[config.mk]
export PLATFORM = sky130hd
export DESIGN_NAME = bia_cfg
export DESIGN_NICKNAME = d
export VERILOG_FILES = /design/src/hdl/bia_pkg.sv /design/src/hdl/bia_cfg.sv
export SDC_FILE = /design/constraint.sdc
export NUM_CORES = 1
export LEC_CHECK = 0
export BUFFER_PORTS_ARGS = -buffer_cell sky130_fd_sc_hd__buf_2
export CAP_MARGIN = 20
export CORE_MARGIN = 2
export CORE_UTILIZATION = 35
export DETAILED_ROUTE_END_ITERATION = 8
export PLACE_DENSITY_LB_ADDON = 0.12
export SYNTH_ARGS = -nofsm -noshare
export SYNTH_HDL_FRONTEND = slang
export SYNTH_SLANG_ARGS = --single-unit
export TNS_END_PERCENT = 50
[constraint.sdc]
create_clock -name clk -period 1.3 [get_ports clk]
set_input_delay 0.065 -clock clk [delete_from_list [all_inputs] [get_ports clk]]
set_output_delay 0.065 -clock clk [all_outputs]
set_load 0.005 [all_outputs]
[src/hdl/bia_pkg.sv]
// bia_pkg: shared types and constants for the block and inode allocator
// no dependencies; imported by bia_cfg and block_and_inode_allocator
package bia_pkg;

	localparam int CMD_W = 3;
	localparam int ID_W = 16;
	localparam int NBLK_W = 10;
	localparam int STAT_W = 2;
	localparam int RSV_W = 10;
	localparam int BSZ_W = 4;
	localparam int CFG_IDX_W = 1;
	localparam int CFG_DATA_W = 10;

	localparam logic [CMD_W-1:0] CMD_FORMAT = 3'd0;
	localparam logic [CMD_W-1:0] CMD_ALLOC_BLK = 3'd1;
	localparam logic [CMD_W-1:0] CMD_FREE_BLK = 3'd2;
	localparam logic [CMD_W-1:0] CMD_ALLOC_INO = 3'd3;
	localparam logic [CMD_W-1:0] CMD_FREE_INO = 3'd4;

	localparam logic [STAT_W-1:0] ST_OK = 2'd0;
	localparam logic [STAT_W-1:0] ST_EXHAUSTED = 2'd1;
	localparam logic [STAT_W-1:0] ST_INVALID = 2'd2;

	localparam logic [CFG_IDX_W-1:0] CFG_RESERVED = 1'b0;
	localparam logic [CFG_IDX_W-1:0] CFG_BLKSZ = 1'b1;

	localparam logic [BSZ_W-1:0] INODE_LOG2 = 4'd6;
	localparam logic [BSZ_W-1:0] RESET_BLKSZ = 4'd12;

	typedef struct packed {
		logic [CMD_W-1:0] cmd;
		logic [ID_W-1:0]  target_id;
	} req_t;

	typedef struct packed {
		logic [ID_W-1:0]   result_id;
		logic [NBLK_W-1:0] new_block;
		logic              block_taken;
		logic [STAT_W-1:0] status;
	} rsp_t;

	typedef struct packed {
		logic [RSV_W-1:0] reserved_blocks;
		logic [BSZ_W-1:0] block_size_log2;
	} cfg_t;

endpackage

[src/hdl/bia_cfg.sv]
// bia_cfg: configuration registers (reserved block count, block size)
// depends on bia_pkg
module bia_cfg
	import bia_pkg::*;
(
	input  logic                  clk,
	input  logic                  arst_n,
	input  logic                  cfg_valid,
	output logic                  cfg_ready,
	input  logic [CFG_IDX_W-1:0]  cfg_index,
	input  logic [CFG_DATA_W-1:0] cfg_data,
	output cfg_t                  cfg
);

	cfg_t cfg_q;

	assign cfg_ready = 1'b1;
	assign cfg = cfg_q;

	always_ff @(posedge clk or negedge arst_n) begin
		if (!arst_n) begin
			cfg_q.reserved_blocks <= '0;
			cfg_q.block_size_log2 <= RESET_BLKSZ;
		end else if (cfg_valid) begin
			unique case (cfg_index)
				CFG_RESERVED: cfg_q.reserved_blocks <= cfg_data[RSV_W-1:0];
				CFG_BLKSZ:    cfg_q.block_size_log2 <= cfg_data[BSZ_W-1:0];
				default: ;
			endcase
		end
	end

endmodule

==> impl_metrics.env <==
export IMPL_wl_met1_um=477
export IMPL_initialDrtViolationCount=1
export IMPL_cts_clk_slew_worst_paths_ps=80
export IMPL_die_area_um2=2052
export IMPL_ctsResizeCount=0
export IMPL_die_w_um=45.30
export IMPL_required_ps=1240
export IMPL_post_route_period_util=0.7412
export IMPL_worstPathBufferInverterCount=1
export IMPL_htree_levels=1
export IMPL_worstSetupEndpointType="output port"
export IMPL_gr_total_overflow=0
export IMPL_tns_ps=0
export IMPL_rsz0062_at_grt="no"
export IMPL_cap_violations=0
export IMPL_largest_reg_flops=14
export IMPL_grt_pass1_wl_um=1407
export IMPL_placed_cells=74
export IMPL_routed_top_layer="met3"
export IMPL_netlist_area_um2=596.8
export IMPL_hold_path_class="input port to register"
export IMPL_vdd_drop_max_mv=0.5910
export IMPL_areaGrowthSynthToFinish_pct=29.14
export IMPL_avgRoutedWirePerCell_um=12.51
export IMPL_slew_viol_final=0
export IMPL_ys_seq_area_frac=0.5912
export IMPL_drt_total_wl_um=988
export IMPL_initial_core_util=0.3828
export IMPL_max_freq_mhz=1038
export IMPL_post_route_min_period_ps=963.5
export IMPL_yosys_warnings=0
export IMPL_die_h_um=45.30
export IMPL_cp_start_kind="register"
export IMPL_drc=0
export IMPL_cts_buffers=3
export IMPL_hold_slack_ps=21.52
export IMPL_layout_common_cells="buf_2 (27), dfrtp_1 (12), mux2_4 (10)"
export IMPL_fp_row_count=14
export IMPL_syn_avg_cell_area_um2=18.09
export IMPL_crit_family="flip-flops"
export IMPL_met3_wirelength_um=98
export IMPL_ios=29
export IMPL_syn_nets=47
export IMPL_cpPeakStageDelay_ps=530
export IMPL_setup_viol=0
export IMPL_path_max_fanout=2
export IMPL_netlist_instances=33
export IMPL_leakage_nw=0.3980
export IMPL_grt_max_degree=15
export IMPL_diodes=0
export IMPL_io_buffers=27
export IMPL_cts_root_buf="clkbuf_4"
export IMPL_drive_gt1_frac=0.7619
export IMPL_finalWeightedCongestion=0.6104
export IMPL_track_usage=0.09833
export IMPL_final_common_cell="buf_2"
export IMPL_crit_chain="buf_2"
export IMPL_clock_skew_ps=0
export IMPL_grt_pass1_vias=327
export IMPL_coreArea_um2=1559
export IMPL_dr_wl_met2_um=412
export IMPL_synthDistinctLibCells=9
export IMPL_tritoncts="yes"
export IMPL_antenna_left=0
export IMPL_cts_sinks=14
export IMPL_p_total_mw=1.050
export IMPL_hpwlAfterDp_um=756.4
export IMPL_outcome="finished, final reports clean"
export IMPL_vias=370
export IMPL_via_per_inst=4.684
export IMPL_cp_arrival_ps=900
export IMPL_hold_viol=0
export IMPL_path_class="register to output port"
export IMPL_final_nets=78
export IMPL_grt_antenna_before_repair=0
export IMPL_clk_path_buf_depth=2
export IMPL_dr_pass1_iters=2
export IMPL_stdcell_count=79
export IMPL_p_per_area_nw_per_um2=1362
export IMPL_ys_ff_latch=14
export IMPL_crit_slowest_cell="dfstp_2"
export IMPL_clk_latency_ps=270
-- where the power goes --
part / internal, mW / leakage (nW) / switching (mW)
combinational: 0.139 / 0.215 / 0.0741
sequential: 0.506 / 0.162 / 0.0299
clock: 0.170 / 0.0210 / 0.131
total: 0.815 / 0.398 / 0.235
-- worst paths after layout --
kind | startpoint | endpoint | slack [ps] | cells after the start
worst max-delay path | cfg[3] | cfg[3] | 340 | 1
worst min-delay path | cfg_data[8] | cfg[12] | 20 | 2
worst max register to register | cfg[4] | cfg[4] | 530 | 1
worst min register to register | cfg[1] | cfg[1] | 500 | 1
max in group asynchronous | arst_n | cfg[3] | 800 | 2
min in group asynchronous | arst_n | cfg[13] | 210 | 2
-- layout make-up --
cell class	instances	area (um^2)
multi-input cells	17	216.5
clock buffers	4	36.28
repair buffers	28	145.1
fillers	142	788.3
flip-flops and latches	14	352.8
well taps	16	20.02
-- synth_stat cells, drive strengths merged --
library cell / instances / share of area
nand2: 1 / 0.0063
conb: 1 / 0.0063
dfstp: 2 / 0.088
dfrtp: 12 / 0.50
mux2: 14 / 0.33
buf: 2 / 0.046
nor2b: 1 / 0.023
-- per-stage QoR --
| stage | setup WS (ps) | util | area [um^2] |
|---|---|---|---|
| after global placement | 293.3 | 0.4647 | 724.4 |
| after detailed placement | 271.3 | 0.4647 | 724.4 |
| final | 336.5 | 0.4944 | 770.7 |
| after floorplan | 547.2 | - | 596.8 |
| after global routing | 292.1 | 0.4944 | 770.7 |
| after CTS | 319.8 | 0.4944 | 770.7 |
-- timing repair --
action,in CTS,in global routing
endpoints found under the hold margin,14,0
hold buffers,1,0
buffers inserted,0,0
-- per-layer routing --
metal | up-vias | global-route usage
li1 | 173 | -
met3 | 0 | 0.04400
met1 | 177 | 0.1342
met5 | - | 0
met4 | 0 | 0.03529
met2 | 20 | 0.1371
-- cell families after synthesis --
group / share of synthesized area
AND/OR/NAND/NOR: 0.02934
multiplexers: 0.3270
other: 0.006283
flip-flops: 0.5912
buffers and inverters: 0.04613
Note: power is estimated with default switching activity, not from simulation.
